==> config.mk <==
export PLATFORM = sky130hd
export DESIGN_NAME = lwpm_cell
export DESIGN_NICKNAME = d
export VERILOG_FILES = /design/src/rtl/lwpm_pkg.sv /design/src/rtl/lwpm_cell.sv
export SDC_FILE = /design/constraint.sdc
export NUM_CORES = 1
export LEC_CHECK = 0
export ABC_AREA = 1
export BUFFER_PORTS_ARGS = -buffer_cell sky130_fd_sc_hd__buf_2
export CORE_MARGIN = 5
export CORE_UTILIZATION = 40
export CTS_CLUSTER_SIZE = 20
export DETAILED_ROUTE_END_ITERATION = 8
export REMOVE_ABC_BUFFERS = 1
export SYNTH_ARGS = -nofsm -noshare
export SYNTH_HDL_FRONTEND = slang
export SYNTH_SLANG_ARGS = --single-unit
==> constraint.sdc <==
create_clock -name clk_i -period 7.24 [get_ports clk_i]
set_clock_uncertainty 0.05 [all_clocks]
set_input_delay 0 -clock clk_i [delete_from_list [all_inputs] [get_ports clk_i]]
set_output_delay 0 -clock clk_i [all_outputs]
set_load 0.005 [all_outputs]
==> src/rtl/lwpm_pkg.sv <==
// ----------------------------------------------------------------------------
// lwpm_pkg: shared types and helpers of the lattice walk pivot move unit
// Coordinate widths, item and result records, the control record that
// steers the cell chain, and the per-point symmetry mapping.
// ----------------------------------------------------------------------------
package lwpm_pkg;

  // default walk length
  localparam int unsigned NUM_STEPS_DEF = 256;

  // field widths
  localparam int unsigned CoordW = 10;
  localparam int unsigned PosW   = 8;
  localparam int unsigned RotW   = 2;
  localparam int unsigned WrW    = 9;

  // item kinds
  typedef enum logic [1:0] {
    ACT_PIVOT = 2'd0,
    ACT_READ  = 2'd1,
    ACT_WRITE = 2'd2,
    ACT_NONE  = 2'd3
  } action_e;

  // one input item, unpacked
  typedef struct packed {
    action_e             action;
    logic [PosW-1:0]     pos;
    logic [RotW-1:0]     rot_xx;
    logic [RotW-1:0]     rot_xy;
    logic [RotW-1:0]     rot_yx;
    logic [RotW-1:0]     rot_yy;
    logic [WrW-1:0]      write_x;
    logic [WrW-1:0]      write_y;
  } item_t;

  // one result item
  typedef struct packed {
    logic              accepted;
    logic [CoordW-1:0] read_x;
    logic [CoordW-1:0] read_y;
  } result_t;

  // probe travelling down the chain
  typedef struct packed {
    logic [CoordW-1:0] x;
    logic [CoordW-1:0] y;
    logic              tail;
    logic              hit;
  } probe_t;

  // control record broadcast to every cell
  typedef struct packed {
    logic              load_raw;
    logic              load_map;
    logic              shift;
    logic              commit;
    logic              wr_en;
    logic [PosW-1:0]   piv;
    logic [CoordW-1:0] piv_x;
    logic [CoordW-1:0] piv_y;
    logic [RotW-1:0]   m_xx;
    logic [RotW-1:0]   m_xy;
    logic [RotW-1:0]   m_yx;
    logic [RotW-1:0]   m_yy;
    logic [CoordW-1:0] wr_x;
    logic [CoordW-1:0] wr_y;
  } cell_ctrl_t;

  // product of a matrix entry in -2..1 with a wrapped coordinate difference
  function automatic logic [CoordW-1:0] scale_coord(logic [RotW-1:0] m,
                                                    logic [CoordW-1:0] d);
    logic [CoordW-1:0] res;
    case (m)
      2'b00:   res = '0;
      2'b01:   res = d;
      2'b11:   res = CoordW'(0) - d;
      2'b10:   res = CoordW'(0) - {d[CoordW-2:0], 1'b0};
      default: res = '0;
    endcase
    return res;
  endfunction

  // one output coordinate of p + R(q - p)
  function automatic logic [CoordW-1:0] map_coord(logic [CoordW-1:0] p,
                                                  logic [RotW-1:0] ma,
                                                  logic [RotW-1:0] mb,
                                                  logic [CoordW-1:0] da,
                                                  logic [CoordW-1:0] db);
    return p + scale_coord(ma, da) + scale_coord(mb, db);
  endfunction

endpackage

==> src/rtl/lwpm_cell.sv <==
// ----------------------------------------------------------------------------
// lwpm_cell: one walk point of the cell chain
// Holds its point and one probe slot. Probes move one cell down per cycle
// while shifting; a head cell flags a tail probe that lands on its point.
// ----------------------------------------------------------------------------
module lwpm_cell
  import lwpm_pkg::*;
#(
  parameter int unsigned Idx = 0
) (
  input  logic       clk_i,
  input  logic       rst_ni,
  input  cell_ctrl_t ctrl_i,
  input  probe_t     probe_i,
  output probe_t     probe_o
);

  logic [CoordW-1:0] pt_x_q, pt_y_q;
  probe_t            probe_q;
  logic              head;
  logic              match;
  logic              wr_hit;
  logic [CoordW-1:0] dx, dy;
  logic [CoordW-1:0] map_x, map_y;

  // head cells sit at or below the pivot index
  assign head   = (Idx <= 32'(ctrl_i.piv));
  assign wr_hit = ctrl_i.wr_en && (Idx == 32'(ctrl_i.piv));

  // collision of a passing tail probe with this head point
  assign match = head && probe_q.tail &&
                 (probe_q.x == pt_x_q) && (probe_q.y == pt_y_q);

  always_comb begin
    probe_o     = probe_q;
    probe_o.hit = probe_q.hit | match;
  end

  // map own point about the pivot point
  assign dx    = pt_x_q - ctrl_i.piv_x;
  assign dy    = pt_y_q - ctrl_i.piv_y;
  assign map_x = map_coord(ctrl_i.piv_x, ctrl_i.m_xx, ctrl_i.m_xy, dx, dy);
  assign map_y = map_coord(ctrl_i.piv_y, ctrl_i.m_yx, ctrl_i.m_yy, dx, dy);

  // stored point: straight line after reset
  always_ff @(posedge clk_i or negedge rst_ni) begin
    if (!rst_ni) begin
      pt_x_q <= CoordW'(Idx);
      pt_y_q <= '0;
    end else if (wr_hit) begin
      pt_x_q <= ctrl_i.wr_x;
      pt_y_q <= ctrl_i.wr_y;
    end else if (ctrl_i.commit && probe_q.tail) begin
      pt_x_q <= probe_q.x;
      pt_y_q <= probe_q.y;
    end
  end

  // probe slot
  always_ff @(posedge clk_i) begin
    if (ctrl_i.load_raw) begin
      probe_q <= '{x: pt_x_q, y: pt_y_q, tail: 1'b0, hit: 1'b0};
    end else if (ctrl_i.load_map) begin
      probe_q <= '{x: map_x, y: map_y, tail: !head, hit: 1'b0};
    end else if (ctrl_i.shift) begin
      probe_q <= probe_i;
    end
  end

endmodule

## Word-level counts from Yosys, hierarchy flattened

Cells that the tools add are included.

| operators by class | value |
|---|---|
| add/sub/neg operators | 10 |
| eq/ne operators | 14 |
| mux-type cells | 11 |
| bitwise logic cells | 1 |
| reduce and logical (&&, ||, !) cells | 12 |

Operator list:

| operator | number |
|---|---|
| 10-bit one-hot mux with 4 select lines | 4 |
| 22-bit two-way mux | 3 |
| 10-bit adder | 4 |
| 10-bit two-way mux | 4 |
| 1-bit by 10-bit subtractor with 10-bit output (first input constant) | 4 |
| 10-bit equality test | 2 |
| 10-bit subtractor | 2 |
| 2-bit equality test (second input constant) | 8 |
| 2-bit by 1-bit equality test with 1-bit output (second input constant) | 4 |
| 2-bit zero test | 4 |
| 8-bit zero test | 1 |
| 1-bit logical AND | 4 |
| 3-bit nonzero test | 1 |
| 2-bit nonzero test | 1 |
| 2-bit OR reduction | 1 |
| 1-bit OR | 1 |

| storage, ports and cells | value |
|---|---|
| bits in registers | 42 |
| input port bits | 85 |
| output and inout bits | 22 |
| logic and storage cells | 54 |

## Logic depth before layout (Yosys ltp)

| logic depth | value |
|---|---|
| depth in word-level cells | 7 |
| mapped depth | 29 |
| gate-level depth less buffers | 29 |

## Least setup slack after synthesis

Ideal clock, no wire load.

| timing path | value |
|---|---|
| path kind | reg-to-reg |
| start | register pt_y_q[0] |
| end | register probe_q, in the netlist probe_o[11], data pin |
| setup time | 0.257 ns |
| data arrival time | 3.844 ns |
| data required time | 6.933 ns |
| path slack | 3.089 ns |
| cell stages (with the launch flop) | 27 |
| buffers on the path | 0 |
| clock period less this slack | 4.151 ns |
| cell sequence | dfrtp_1 inv_1 ha_1 inv_1 fa_1 inv_1 ha_1 inv_1 nor2_1 nand3_2 nor2_4 nand4_1 and2_1 nand2_1 o221ai_1 fa_1 ha_1 inv_1 nor3_1 nand2_1 a21o_1 nand2_1 nand4_1 nand2_2 nand3_1 nand3_1 a21oi_2 |

| on the way | value |
|---|---|
| word-level cells in the longest chain between the ends | 6 |
| elaborated cells between the ends (all ways) | 7 |
| classes of those cells | add/sub (4); mux (3) |

RTL lines:

| element | RTL line | RTL |
|---|---|---|
| from (decl) | lwpm_cell.sv:18 | `logic [CoordW-1:0] pt_x_q, pt_y_q;` |
| from (signal assigned) | lwpm_cell.sv:52 | `pt_y_q <= ctrl_i.wr_y;` |
| from (signal assigned) | lwpm_cell.sv:55 | `pt_y_q <= probe_q.y;` |
| 10-bit subtractor (*) | lwpm_cell.sv:41 | `assign dy = pt_y_q - ctrl_i.piv_y;` |
| 1-bit by 10-bit subtractor with 10-bit output (on tied branches) | lwpm_pkg.sv:77, lwpm_pkg.sv:78 |  |
| 10-bit one-hot mux with 4 select lines (*) | lwpm_pkg.sv:74 | `case (m)` |
| 10-bit adder (*) | lwpm_pkg.sv:90 | `return p + scale_coord(ma, da) + scale_coord(mb, db);` |
| 22-bit two-way mux (*) | lwpm_cell.sv:63 | `end else if (ctrl_i.load_map) begin` |
| 22-bit two-way mux (*) | lwpm_cell.sv:61 | `if (ctrl_i.load_raw) begin` |
| to (signal assigned) | lwpm_cell.sv:62 | `probe_q <= '{x: pt_x_q, y: pt_y_q, tail: 1'b0, hit: 1'b0};` |
| to (signal assigned) | lwpm_cell.sv:64 | `probe_q <= '{x: map_x, y: map_y, tail: !head, hit: 1'b0};` |
| to (signal assigned) | lwpm_cell.sv:66 | `probe_q <= probe_i;` |
| to (decl) | lwpm_cell.sv:19 | `probe_t probe_q;` |

Mark *: on every way between the ends. The rest lies on a longest branch, timed or not.
A chain may end at the register's enable or synchronous reset.

## Worst setup path after layout

| timing path | value |
|---|---|
| start | register pt_y_q[0] |
| end | register probe_q, in the netlist probe_o[21], data pin |

Same word-level chain as after synthesis.

==> summary by stage <==
Status
The flow ran to the end, but the final reports show violations. The final reports fail on negative hold slack.

Placed design
The number of port buffers is 106. Detailed placement finished with a half-perimeter wire length of around 16,000 um. The final weighted congestion in routability-driven placement is 0.916. Prior to clock tree synthesis, the placed netlist has a worst setup slack of 2.39 ns. Summing all placed instances gives a cell area of 6260 um2.

Worst setup path
The type of the worst setup path is register to register. The required time reported for the critical path endpoint is 7.22 ns. The sort of element at the start of the critical path is a register. The largest fanout of any net on the critical path is 5. The number of buffers and inverters on the critical path is 5. The slowest stage of the critical path is the sky130_fd_sc_hd__fa_1 cell. The kind of end point of the critical path is a register. The kind of cell with the highest combined delay along the critical path is adder cells. The largest single stage delay on the critical path is 0.51 ns. Data on the critical path arrives at its endpoint at 4.89 ns.

Logic synthesis
The number of cells produced by synthesis is about 830. The largest area contributor in the netlist is sky130_fd_sc_hd__nand2_1. The summed instance area of the synthesized netlist is about 5700 um2. The most common cell in the synthesized netlist is sky130_fd_sc_hd__nand2_1. In the synthesized netlist the async set-or-reset flop fraction comes to 0.476. Ranked by instance count, the synthesized netlist is headed by sky130_fd_sc_hd__nand2_1 (195), sky130_fd_sc_hd__inv_1 (164), sky130_fd_sc_hd__nand3_1 (59). The count of distinct cell types in the synthesized netlist is 43.

Among all flip-flop cells after synthesis, the most frequent one is sky130_fd_sc_hd__edfxtp_1. Yosys printed 0 warnings. The count of flip-flops with a built-in enable after synthesis is 20.

The portion of synthesized cell area occupied by the leading cell type is 0.128. The sequential element share of the synthesized area is 0.200. By area the synthesized netlist is led by sky130_fd_sc_hd__nand2_1 (13%), sky130_fd_sc_hd__inv_1 (11%), sky130_fd_sc_hd__edfxtp_1 (11%), sky130_fd_sc_hd__dfrtp_1 (8.8%), sky130_fd_sc_hd__ha_1 (7.9%). The average instance in the mapped netlist occupies 6.86 um2. The number of register bits inferred by synthesis is 42.

Die
The number of rows created at floorplan is between 40 and 50. During I/O placement, the number of pins put on the boundary was 107. The die is around 130 um wide. The effective utilization at floorplan is 0.410.

The die outline area is 16,800 um2. The placeable core region is 13,900 um2. In this run the vertical extent of the chip is 130 um.

Route
The DRC violations left is 0. The pre-antenna-repair detailed-routing pass consisted of 6 iterations. The routed layout has 6,008 vias. Wires add up to about 19,000 um.

Dividing the detail-routed wire length by the instance count gives 17.1 um. The detail route stage leaves a number of antenna-violating nets equal to 0. The first routing iteration left 539 violations. After detailed routing, the number of vias per cell comes to between 5 and 6.

Power and ir drop
The share of total power dissipated in the clock network is 0.099. The share of total power in combinational logic is 0.726. The leakage power is between 3 and 4 nW. The power spent charging and discharging nets is 1.36 mW. The fraction of power consumed by sequential logic is 0.175. The areal power density over the cells is 390 nW/um2.

The internal power of the cells is about 1.2 mW. The maximum VDD drop is 0.000146 V. The completed layout was analyzed and its total power is 2.59 mW. Of the total power, the share spent switching nets is 0.528.

Clocking
The clock net in this run drives a total of 42 sinks. In this run the clock root is driven by a sky130_fd_sc_hd__clkbuf_16. The clock tree synthesis step divided the H-tree into 2 levels. TritonCTS created 5 clock buffers. Clock latency on the worst-skew pair, taken at its later pin, is 0.28 ns. After clock tree synthesis, the clock-pin slew on the worst setup and hold paths is about 0.060 ns. Gates resized during post-CTS repair numbered 0. Hold repair after CTS inserted 19 buffers.

TritonCTS built the clock tree. The count of buffers added by post-CTS timing repair for setup is 0. No sink is reached through more buffers than the 2 on the longest clock path.

Min path
The class of the tightest hold or removal check is input port to register.

STA
The worst path setup slack after routing is 2.33 ns. The final count of hold timing violations is 1. For the pin with the worst max-slew slack, the measured transition is around 0.97 ns. Measured against its own limit, the worst slew margin works out to 0.353.

The post-route fraction of the period consumed by the critical path is 0.678. The worst path needs between 4 and 5 ns of the cycle, external delays included. Adding up every negative setup slack in the final design gives 0 ns. The max-slew violation total from the final report is 0. The highest clock rate is about 200 MHz. The total of endpoints with negative setup slack in the final report is 0.

On the final layout, the worst hold slack is -0.0000943 ns. Setup repair after global routing left no endpoint under its margin.

Run
The tool flagged a number of max-cap violations equal to 0.

Global routing
For this run, the total global-route usage over all layers was measured as 0.226. The total congestion overflow is 0. The initial antenna violation count is 0.

The number of global-route vias before repair was 5,524. Entering global routing, the biggest net connects 42 pins. The wire length of the first global-routing pass is 29,800 um.

Finish
The final instance area is 6620 um2. The layout cell share with drive strength beyond 1 is 0.168. The layout overhead on the synthesized area is 15.8%. The number of diodes is 0.

In the final design database the tool counted 1,075 nets.
==> sequential cells by signal, indices dropped and copies added (netlist names) <==
name	flops
pt_x_q	10
probe_o	21
pt_y_q	10
probe_q	1
==> path summary, 6_finish.rpt <==
path	from	endpoint	slack, ns	cells past startpoint
hold / removal	ctrl_i[14]	pt_x_q[4]	-0.00009	3
setup / recovery	pt_y_q[0]	probe_o[21]	2.33	26
setup reg to reg	pt_y_q[0]	probe_o[21]	2.33	26
min in group asynchronous	rst_ni	pt_x_q[3]	0.21	2
max in group asynchronous	rst_ni	pt_y_q[9]	6.57	2
hold reg to reg	probe_o[18]	pt_x_q[6]	0.53	2
==> worst min-delay path: cells and delay by family <==
kind | cells | cell delay (ns)
AOI/OAI and AO/OA | 1 | 0.12
buffers and inverters | 2 | 0.14
==> cell type report <==
| cell class | instances | area, um2 |
|---|---|---|
| Timing Repair Buffer | 127 | 736 |
| Sequential cell | 42 | 1140 |
| Clock inverter | 2 | 37.5 |
| Fill cell | 1468 | 7310 |
| Multi-Input combinational cell | 583 | 3700 |
| Clock buffer | 6 | 129 |
| Tap cell | 180 | 225 |
| Inverter | 173 | 649 |
==> per-stage QoR <==
stage / std cells / hold slack, ns / utilization
6_report: 1113 / -0.0000943 / 0.475
5_1_grt: 1113 / 0.0128 / 0.475
4_1_cts: 1113 / 0.00839 / 0.475
3_5_place_dp: 1086 / -0.0352 / 0.450
3_3_place_gp: 1086 / -0.0385 / 0.450
2_1_floorplan: 798 / -0.346 / -
==> power by group through the flow <==
stage / logic, mW / clock network (mW) / registers [mW]
final: 1.88 / 0.256 / 0.453
after floorplan: 1.34 / 0 / 0.423
after detailed placement: 1.84 / 0 / 0.456
after global placement: 1.84 / 0 / 0.455
after global routing: 2.12 / 0.269 / 0.463
after CTS: 1.86 / 0.256 / 0.451
==> routing by layer <==
| metal | vias up | wire length (um) | track usage |
|---|---|---|---|
| met5 | - | 0 | 0 |
| met4 | 0 | 380 | 0.0471 |
| met3 | 23 | 1580 | 0.0334 |
| met2 | 264 | 8530 | 0.348 |
| met1 | 2772 | 8580 | 0.337 |
| li1 | 2949 | - | - |
==> cell families after synthesis <==
group,synth area share
flops,0.200
simple gates,0.275
fa+ha+maj,0.156
buf+inv,0.153
compound gates,0.183
xor+xnor,0.0337
==> cells in the final DEF (no fill, tap or decap), drive strengths merged, types with 10 or more instances in the layout <==
master / n
a21oi: 47
a22oi: 15
buf: 108
dfrtp: 20
dlygate4sd3: 19
edfxtp: 20
fa: 22
ha: 36
inv: 171
nand2: 214
nand3: 64
nand4: 13
nor2: 39
o21ai: 23
o221ai: 47
xnor2: 10
xor2: 12
(Power assumes the default switching activity.)
