### src/rtl/lwpm_pkg.sv
// ----------------------------------------------------------------------------
// lwpm_pkg: shared types and helpers of the lattice walk pivot move unit
// Coordinate widths, item and result records, the control record that
// steers the cell chain, and the per-point symmetry mapping.
// ----------------------------------------------------------------------------
package lwpm_pkg;

  // default walk length
  localparam int unsigned NUM_STEPS_DEF = 256;

  // field widths
  localparam int unsigned CoordW = 10;
  localparam int unsigned PosW   = 8;
  localparam int unsigned RotW   = 2;
  localparam int unsigned WrW    = 9;

  // item kinds
  typedef enum logic [1:0] {
    ACT_PIVOT = 2'd0,
    ACT_READ  = 2'd1,
    ACT_WRITE = 2'd2,
    ACT_NONE  = 2'd3
  } action_e;

  // one input item, unpacked
  typedef struct packed {
    action_e             action;
    logic [PosW-1:0]     pos;
    logic [RotW-1:0]     rot_xx;
    logic [RotW-1:0]     rot_xy;
    logic [RotW-1:0]     rot_yx;
    logic [RotW-1:0]     rot_yy;
    logic [WrW-1:0]      write_x;
    logic [WrW-1:0]      write_y;
  } item_t;

  // one result item
  typedef struct packed {
    logic              accepted;
    logic [CoordW-1:0] read_x;
    logic [CoordW-1:0] read_y;
  } result_t;

  // probe travelling down the chain
  typedef struct packed {
    logic [CoordW-1:0] x;
    logic [CoordW-1:0] y;
    logic              tail;
    logic              hit;
  } probe_t;

  // control record broadcast to every cell
  typedef struct packed {
    logic              load_raw;
    logic              load_map;
    logic              shift;
    logic              commit;
    logic              wr_en;
    logic [PosW-1:0]   piv;
    logic [CoordW-1:0] piv_x;
    logic [CoordW-1:0] piv_y;
    logic [RotW-1:0]   m_xx;
    logic [RotW-1:0]   m_xy;
    logic [RotW-1:0]   m_yx;
    logic [RotW-1:0]   m_yy;
    logic [CoordW-1:0] wr_x;
    logic [CoordW-1:0] wr_y;
  } cell_ctrl_t;

  // product of a matrix entry in -2..1 with a wrapped coordinate difference
  function automatic logic [CoordW-1:0] scale_coord(logic [RotW-1:0] m,
                                                    logic [CoordW-1:0] d);
    logic [CoordW-1:0] res;
    case (m)
      2'b00:   res = '0;
      2'b01:   res = d;
      2'b11:   res = CoordW'(0) - d;
      2'b10:   res = CoordW'(0) - {d[CoordW-2:0], 1'b0};
      default: res = '0;
    endcase
    return res;
  endfunction

  // one output coordinate of p + R(q - p)
  function automatic logic [CoordW-1:0] map_coord(logic [CoordW-1:0] p,
                                                  logic [RotW-1:0] ma,
                                                  logic [RotW-1:0] mb,
                                                  logic [CoordW-1:0] da,
                                                  logic [CoordW-1:0] db);
    return p + scale_coord(ma, da) + scale_coord(mb, db);
  endfunction

endpackage

### src/rtl/lwpm_ctrl.sv
// ----------------------------------------------------------------------------
// lwpm_ctrl: sequencer of the lattice walk pivot move unit
// Takes one item at a time, steers the cell chain through fetch, map, check
// and commit or through a write, and holds the result in an output register.
// ----------------------------------------------------------------------------
module lwpm_ctrl
  import lwpm_pkg::*;
#(
  parameter int unsigned NumSteps = NUM_STEPS_DEF
) (
  input  logic       clk_i,
  input  logic       rst_ni,
  input  logic       s_valid_i,
  output logic       s_ready_o,
  input  item_t      item_i,
  output logic       m_valid_o,
  input  logic       m_ready_i,
  output result_t    result_o,
  input  probe_t     cell0_i,
  output cell_ctrl_t ctrl_o
);

  localparam int unsigned CntW = $clog2(NumSteps + 1);

  typedef enum logic [2:0] {
    S_IDLE,
    S_LOAD,
    S_FETCH,
    S_MAP,
    S_CHECK,
    S_COMMIT,
    S_WRITE,
    S_DONE
  } state_e;

  state_e            state_q;
  action_e           act_q;
  logic [PosW-1:0]   pos_q;
  logic [RotW-1:0]   m_xx_q, m_xy_q, m_yx_q, m_yy_q;
  logic [CoordW-1:0] wr_x_q, wr_y_q;
  logic [CoordW-1:0] px_q, py_q;
  logic [CntW-1:0]   cnt_q;
  logic              reject_q;
  result_t           res_q;
  logic              m_valid_q;
  result_t           m_res_q;
  logic              pos_ok;
  logic              at_pos;
  logic              cnt_last;

  assign pos_ok   = (32'(item_i.pos) < NumSteps);
  assign at_pos   = (32'(cnt_q) == 32'(pos_q));
  assign cnt_last = (cnt_q == CntW'(NumSteps - 1));

  // sequencer and output register
  always_ff @(posedge clk_i or negedge rst_ni) begin
    if (!rst_ni) begin
      state_q   <= S_IDLE;
      act_q     <= ACT_PIVOT;
      pos_q     <= '0;
      m_xx_q    <= '0;
      m_xy_q    <= '0;
      m_yx_q    <= '0;
      m_yy_q    <= '0;
      wr_x_q    <= '0;
      wr_y_q    <= '0;
      px_q      <= '0;
      py_q      <= '0;
      cnt_q     <= '0;
      reject_q  <= 1'b0;
      res_q     <= '0;
      m_valid_q <= 1'b0;
      m_res_q   <= '0;
    end else begin
      // output register: load a finished result or retire a taken one
      if ((state_q == S_DONE) && (!m_valid_q || m_ready_i)) begin
        m_valid_q <= 1'b1;
        m_res_q   <= res_q;
      end else if (m_valid_q && m_ready_i) begin
        m_valid_q <= 1'b0;
      end
      case (state_q)
        S_IDLE: begin
          if (s_valid_i) begin
            act_q  <= item_i.action;
            pos_q  <= item_i.pos;
            m_xx_q <= item_i.rot_xx;
            m_xy_q <= item_i.rot_xy;
            m_yx_q <= item_i.rot_yx;
            m_yy_q <= item_i.rot_yy;
            wr_x_q <= {item_i.write_x[WrW-1], item_i.write_x};
            wr_y_q <= {item_i.write_y[WrW-1], item_i.write_y};
            cnt_q  <= '0;
            case (item_i.action)
              ACT_PIVOT: begin
                res_q   <= '0;
                state_q <= pos_ok ? S_LOAD : S_DONE;
              end
              ACT_READ: begin
                res_q   <= '{accepted: 1'b1, read_x: '0, read_y: '0};
                state_q <= pos_ok ? S_LOAD : S_DONE;
              end
              ACT_WRITE: begin
                res_q   <= '{accepted: 1'b1, read_x: '0, read_y: '0};
                state_q <= S_WRITE;
              end
              default: begin
                res_q   <= '0;
                state_q <= S_DONE;
              end
            endcase
          end
        end
        S_LOAD: begin
          state_q <= S_FETCH;
        end
        // rotate raw points until the requested one reaches cell 0
        S_FETCH: begin
          if (at_pos) begin
            if (act_q == ACT_READ) begin
              res_q   <= '{accepted: 1'b1, read_x: cell0_i.x, read_y: cell0_i.y};
              state_q <= S_DONE;
            end else begin
              px_q    <= cell0_i.x;
              py_q    <= cell0_i.y;
              state_q <= S_MAP;
            end
          end else begin
            cnt_q <= cnt_q + CntW'(1);
          end
        end
        S_MAP: begin
          cnt_q    <= '0;
          reject_q <= 1'b0;
          state_q  <= S_CHECK;
        end
        // one full turn of the mapped probes
        S_CHECK: begin
          if (cell0_i.tail && cell0_i.hit) begin
            reject_q <= 1'b1;
          end
          cnt_q <= cnt_q + CntW'(1);
          if (cnt_last) begin
            state_q <= S_COMMIT;
          end
        end
        S_COMMIT: begin
          res_q.accepted <= !reject_q;
          state_q        <= S_DONE;
        end
        S_WRITE: begin
          state_q <= S_DONE;
        end
        S_DONE: begin
          if (!m_valid_q || m_ready_i) begin
            state_q <= S_IDLE;
          end
        end
        default: begin
          state_q <= S_IDLE;
        end
      endcase
    end
  end

  assign s_ready_o = (state_q == S_IDLE);
  assign m_valid_o = m_valid_q;
  assign result_o  = m_res_q;

  // chain control
  always_comb begin
    ctrl_o          = '0;
    ctrl_o.load_raw = (state_q == S_LOAD);
    ctrl_o.load_map = (state_q == S_MAP);
    ctrl_o.shift    = ((state_q == S_FETCH) && !at_pos) || (state_q == S_CHECK);
    ctrl_o.commit   = (state_q == S_COMMIT) && !reject_q;
    ctrl_o.wr_en    = (state_q == S_WRITE);
    ctrl_o.piv      = pos_q;
    ctrl_o.piv_x    = px_q;
    ctrl_o.piv_y    = py_q;
    ctrl_o.m_xx     = m_xx_q;
    ctrl_o.m_xy     = m_xy_q;
    ctrl_o.m_yx     = m_yx_q;
    ctrl_o.m_yy     = m_yy_q;
    ctrl_o.wr_x     = wr_x_q;
    ctrl_o.wr_y     = wr_y_q;
  end

endmodule

### config.mk
export PLATFORM = sky130hd
export DESIGN_NAME = lwpm_ctrl
export DESIGN_NICKNAME = d
export VERILOG_FILES = /design/src/rtl/lwpm_pkg.sv /design/src/rtl/lwpm_ctrl.sv
export SDC_FILE = /design/constraint.sdc
export NUM_CORES = 1
export LEC_CHECK = 0
export ABC_AREA = 1
export BUFFER_PORTS_ARGS = -buffer_cell sky130_fd_sc_hd__buf_4
export CORE_AREA = 3 3 109 111
export CTS_CLUSTER_SIZE = 10
export DETAILED_ROUTE_END_ITERATION = 12
export DIE_AREA = 0 0 112 114
export GPL_ROUTABILITY_DRIVEN = 0
export MAX_ROUTING_LAYER = met4
export PLACE_DENSITY = 0.83
export SLEW_MARGIN = 20
export SYNTH_ARGS = -nofsm -noshare
export SYNTH_HDL_FRONTEND = slang
export SYNTH_SLANG_ARGS = --single-unit
### constraint.sdc
create_clock -name clk_i -period 1.69 [get_ports clk_i]
set_input_delay 0.0845 -clock clk_i [delete_from_list [all_inputs] [get_ports clk_i]]
set_output_delay 0.0845 -clock clk_i [all_outputs]
set_load 0.005 [all_outputs]
Yosys cells after proc, flatten, opt, wreduce, memory -nomap -nowiden
Index checks and enable logic that the tools add are counted.
Word-level totals
  logic and storage cells: 88
  bits in registers: 112
  output and inout bits: 84
  input port bits: 62
Operators by class
  eq/ne operators: 19
  $add $sub $neg: 1
  reduce and logical (&&, ||, !) cells: 27
  mux-type cells: 20
  bitwise operators: 1
Operators by type and width (count)
  21-bit two-way mux: 4
  20-bit one-hot mux with 2 select lines: 1
  9-bit one-hot mux with 4 select lines: 1
  3-bit one-hot mux with 7 select lines: 1
  9-bit two-way mux: 2
  3-bit two-way mux: 5
  3-bit equality test, second input constant: 4
  2-bit != test, second input constant: 6
  4-bit AND reduction: 3
  9-bit by 1-bit adder with 9-bit output, second input constant: 1
  9-bit by 8-bit equality test with 1-bit output: 1
  9-bit by 8-bit equality test with 1-bit output, second input constant: 1
  3-bit by 2-bit equality test with 1-bit output, second input constant: 2
  3-bit one-hot mux with 2 select lines: 1
  3-bit AND reduction: 2
  2-bit nonzero test: 3
  2-bit OR reduction: 3
  1-bit logical AND: 5
  2-bit by 1-bit equality test with 1-bit output, second input constant: 2
  2-bit AND reduction: 2
  4-bit nonzero test: 1
  3-bit by 1-bit equality test with 1-bit output, second input constant: 1
  1-bit zero test: 3
  3-bit zero test: 1
  9 further kinds: 12

Depth between registers and ports, before layout
  depth in word-level cells: 5
  depth in mapped cells: 12
  mapped depth without buffers: 11

Least setup slack after synthesis
Ideal clock, no wire load.
  path kind: reg2reg
  start point: reg cnt_q[1]
  end point: reg state_q[1]
  buffers on the path: 0
  stages on the path, launching flop included: 12
  setup slack: 0.074 ns
  required time: 1.573 ns
  arrival time: 1.499 ns
  library setup time: 0.117 ns
  clock period less this slack: 1.616 ns
  cells stage by stage: dfrtp_1 -> ha_1 -> nand3_1 -> nor3_1 -> nand2_1 -> nor2_1 -> ha_1 -> o21ai_0 -> inv_1 -> nand3_1 -> nand2_1 -> nand2_1
On the way
  cells in the longest elaborated chain, start to end: 3
  elaborated cells on any way between the ends: 5
  classes of those cells: 4 x eq/ne; 1 x reduce/logical
RTL lines
  start: declaration: line lwpm_ctrl.sv:42  | logic [CntW-1:0] cnt_q;
  start signal: assignment: line lwpm_ctrl.sv:129  | cnt_q <= cnt_q + CntW'(1);
  start signal: assignment: line lwpm_ctrl.sv:142  | cnt_q <= cnt_q + CntW'(1);
  9-bit by 8-bit equality test with 1-bit output, on equally long branches: line lwpm_ctrl.sv:53, lwpm_ctrl.sv:52
  2-bit != test (no line)
  4-bit AND reduction (no line) *
  end signal: assignment: line lwpm_ctrl.sv:97  | state_q <= pos_ok ? S_LOAD : S_DONE;
  end signal: assignment: line lwpm_ctrl.sv:101  | state_q <= pos_ok ? S_LOAD : S_DONE;
  end: declaration: line lwpm_ctrl.sv:36  | state_e state_q;
Mark *: on every way between the ends. The rest lies on a longest branch, timed or not.
A chain may end at the register's enable or synchronous reset.

Final worst setup path
Ends and elaborated chain as after synthesis.

==> flow_summary_export.csv <==
group,metric,value,unit
global_routing,antenna_found_initial,0,
clocking,tritoncts,"yes",
drt,first_iter_violations,302,
worst_setup_path,regToRegStartpoint,"cnt_q[1]",
worst_setup_path,endpoint_arrival_time_on_the_critical_path,2.09,ns
place,placedInstanceArea,6422,sq um
timing,report.final.hold_viol_count,0,
global_routing,global_route.overflow_total,0,
status,outcome,"finished, violations left",
floorplan,io_pins,146,
yosys,asyncSetResetFlopFracSynth,1.000,
final_layout,final_layout_size_suffix_gt1_frac,0.3869,
timing,post-route-worst-setup-slack,-0.1249,ns
clocking,numClockSinks,112,
yosys,yosysMostFrequentCell,"sky130_fd_sc_hd__nand2_1",
power,cellPowerDensity,1453,nW/um^2
final_layout,layout.nets,809,
drt,total_drc_errors_in_the_routed_layout,0,
worst_hold_path,hp-start,"item_i[34]",
floorplan,floorplan.die.width,112,um
worst_setup_path,worst-endpoint-required,1.96,ns
timing,rsz_0062_raised_after_global_routing,"true",
power,cellLeakagePower,3.879,nW
yosys,yosys_most_used_dff,"sky130_fd_sc_hd__dfrtp_1",
place,post-place-cells,796,
timing,finalWorstPathRequiredPeriod,1.815,ns
yosys,netlist_instances,524,
yosys,yosysWarnings,0,
yosys,synth_largest_area_cell,"sky130_fd_sc_hd__dfrtp_1",
yosys,commonest_cells_in_the_synthesized_netlist,"sky130_fd_sc_hd__nand2_1 (132), sky130_fd_sc_hd__dfrtp_1 (112), sky130_fd_sc_hd__mux2_2 (51)",
worst_hold_path,timing.hold.worst.class,"in -> reg",
run,maxCapViolCount,0,
floorplan,cell_row_count,38,
clocking,clockBufferDepth,2,
yosys,postSynthNetCount,591,
global_routing,grt_max_degree,113,
worst_setup_path,reg2reg_setup_slack,-0.12,ns
floorplan,fp.coreArea,10890,sq um
global_routing,wire_length_of_the_first_global_routing_pass,23.44,mm
worst_setup_path,worst_setup_end_kind,"flip-flop",
worst_setup_path,r2r-end,"state_q[1]",
place,hpwlAfterDp,8.860,mm
timing,maxSlewViolCount,0,
final_layout,filler_cell_count,757,
floorplan,start_util,0.4754,
yosys,ys_types,27,
yosys,synth_edf_count,0,
clocking,htreeDepth,3,
timing,maxClockFrequency,551.0,MHz
yosys,synthesis.area_per_instance,9.878,sq um
clocking,clkSlewWorstSetupHoldPaths,0.11,ns
clocking,worst_skew_pair.late_latency,0.39,ns
yosys,synthTopCellsByArea,"sky130_fd_sc_hd__dfrtp_1 (54%), sky130_fd_sc_hd__mux2_2 (11%), sky130_fd_sc_hd__nand2_1 (9.6%)",
worst_setup_path,timing.reg2reg.worst_path_depth,11,
timing,slew_headroom,0.5977,
yosys,synth_area,5176,sq um
timing,finalHoldWorstSlack,0.04483,ns
global_routing,grt_use_total,0.2347,
worst_setup_path,critical_path_peak_fanout,4,
timing,worst_slew_pin_slew,0.6034,ns
yosys,synth_top_area_frac,0.5415,
yosys,synth-seq-area-share,0.5415,
worst_hold_path,min_path_cells,3,
timing,setup-violations-final,23,
place,dpl_worst_slack,-0.09762,ns
drt,routed-via-count,4647,
worst_hold_path,holdPathEnd,"act_q[0]",
drt,drt_first_pass_iters,5,
drt,vias_per_cell,5.239,
final_layout,layout.core_utilization,0.6879,
timing,timing.final.crit_share,1.074,
global_routing,number_of_global_route_vias_before_repair,4790,
status,failing_checks,"setup timing",
clocking,cts-root-buf,"sky130_fd_sc_hd__clkbuf_8",
clocking,numCtsBuffers,9,
final_layout,syn2layout_area_growth,44.69,%
worst_setup_path,cp-start-kind,"flip-flop",
drt,wl_per_cell,16.97,um
drt,postRouteAntennaNets,0,
floorplan,die_area,12770,sq um
floorplan,height_of_the_chip,114,um
final_layout,antenna_cells,0,
power,peakVddDrop,0.8686,mV
worst_setup_path,criticalPathCategory,"reg -> reg",
timing,skew,0.02367,ns
final_layout,layout.cell_area.non_filler,7490,sq um
final_layout,final-instance-count-excl-fill,887,
place,portBuffers,145,
yosys,synth-seq-cells,112,
drt,totalWireLength,15.05,mm
==> what timing repair did <==
item	4_1_cts	5_1_grt
hold endpoints to repair	169	0
hold buffers	59	0
setup buffers	5	6
endpoints found under the setup margin	18	84
resized for setup	18	25
cloned	3	3
pin swaps	5	13
==> placed cells by master (no fill, tap or decap), drive strengths merged, types with 2 or more instances in the layout <==
cell type    instances
a21oi                8
buf                171
clkbuf              11
clkinv               2
dfrtp              112
dlygate4sd3         59
ha                   5
inv                 58
mux2                51
nand2              147
nand3               18
nand4               43
nor2                38
o21ai               12
xor2                 7
==> power breakdown <==
group	total [mW]	internal (mW)	switching [mW]
combinational	5.10	2.53	2.57
clock	1.56	0.574	0.989
sequential	4.21	3.58	0.633
==> state kept, by name, indices dropped and copies added (netlist names), 2 cells and up <==
register / count
m_xy_q: 2
px_q: 10
m_yy_q: 2
m_yx_q: 2
wr_y_q: 9
pos_q: 8
result_o: 21
m_xx_q: 2
py_q: 10
cnt_q: 9
act_q: 2
state_q: 3
wr_x_q: 9
res_q: 21
==> metal layers <==
layer	global-route usage	vias up	share of wire
li1	-	2144	-
met5	-	-	0
met4	0.07933	0	0.022
met3	0.05411	41	0.082
met1	0.2846	2216	0.40
met2	0.3909	246	0.50
==> how the worst max path moves through the flow <==
stage,startpoint,to,slack [ns],depth (start not counted)
2_1_floorplan,cnt_q[1],state_q[1],0.07,11
3_3_place_gp,cnt_q[4],res_q[3],0.05,7
3_5_place_dp,cnt_q[0],state_q[1],-0.1,11
4_1_cts,cnt_q[3],ctrl_o[58],-0.06,10
5_1_grt,cnt_q[1],state_q[1],-0.25,11
6_report,cnt_q[1],state_q[1],-0.12,11
==> stage by stage <==
stage               TNS, ns  power (mW)
floorplan                 0       6.660
global placement          0       8.412
detailed placement  -0.3542       8.609
CTS                 -0.2280       10.61
global route         -3.599       11.53
finish               -1.005       10.88
==> worst max-delay path: stages, from the launching register on <==
cell	delay (ns)
sky130_fd_sc_hd__dfrtp_1	0.39
sky130_fd_sc_hd__ha_2	0.20
sky130_fd_sc_hd__nand3_2	0.08
sky130_fd_sc_hd__nor3_2	0.23
sky130_fd_sc_hd__nand2_1	0.12
sky130_fd_sc_hd__nor2_2	0.15
sky130_fd_sc_hd__ha_2	0.18
sky130_fd_sc_hd__o21ai_2	0.05
sky130_fd_sc_hd__inv_2	0.09
sky130_fd_sc_hd__nand3_1	0.07
sky130_fd_sc_hd__nand2_1	0.09
sky130_fd_sc_hd__nand2_1	0.06
==> cells by family after synthesis <==
group                      Yosys count  synth area share
AOI/OAI and AO/OA                   20           0.02224
xor gates and xnor gates             7           0.01184
adders and majority gates            5           0.01209
buffers and inverters               83           0.07711
DFF                                112            0.5415
muxes                               51            0.1109
and+or+nand+nor                    246            0.2243
==> area by class of cell <==
class | instances | area (sq um) | area share
clock buffers | 10 | 127.6 | 0.01704
clock inverters | 6 | 61.31 | 0.008186
inverters | 55 | 211.5 | 0.02823
multi-input cells | 333 | 2103 | 0.2808
flip-flops and latches | 112 | 2805 | 0.3745
well taps | 140 | 175.2 | 0.02339
repair buffers | 231 | 2006 | 0.2678
No activity file was read; power rests on OpenSTA's default activity.
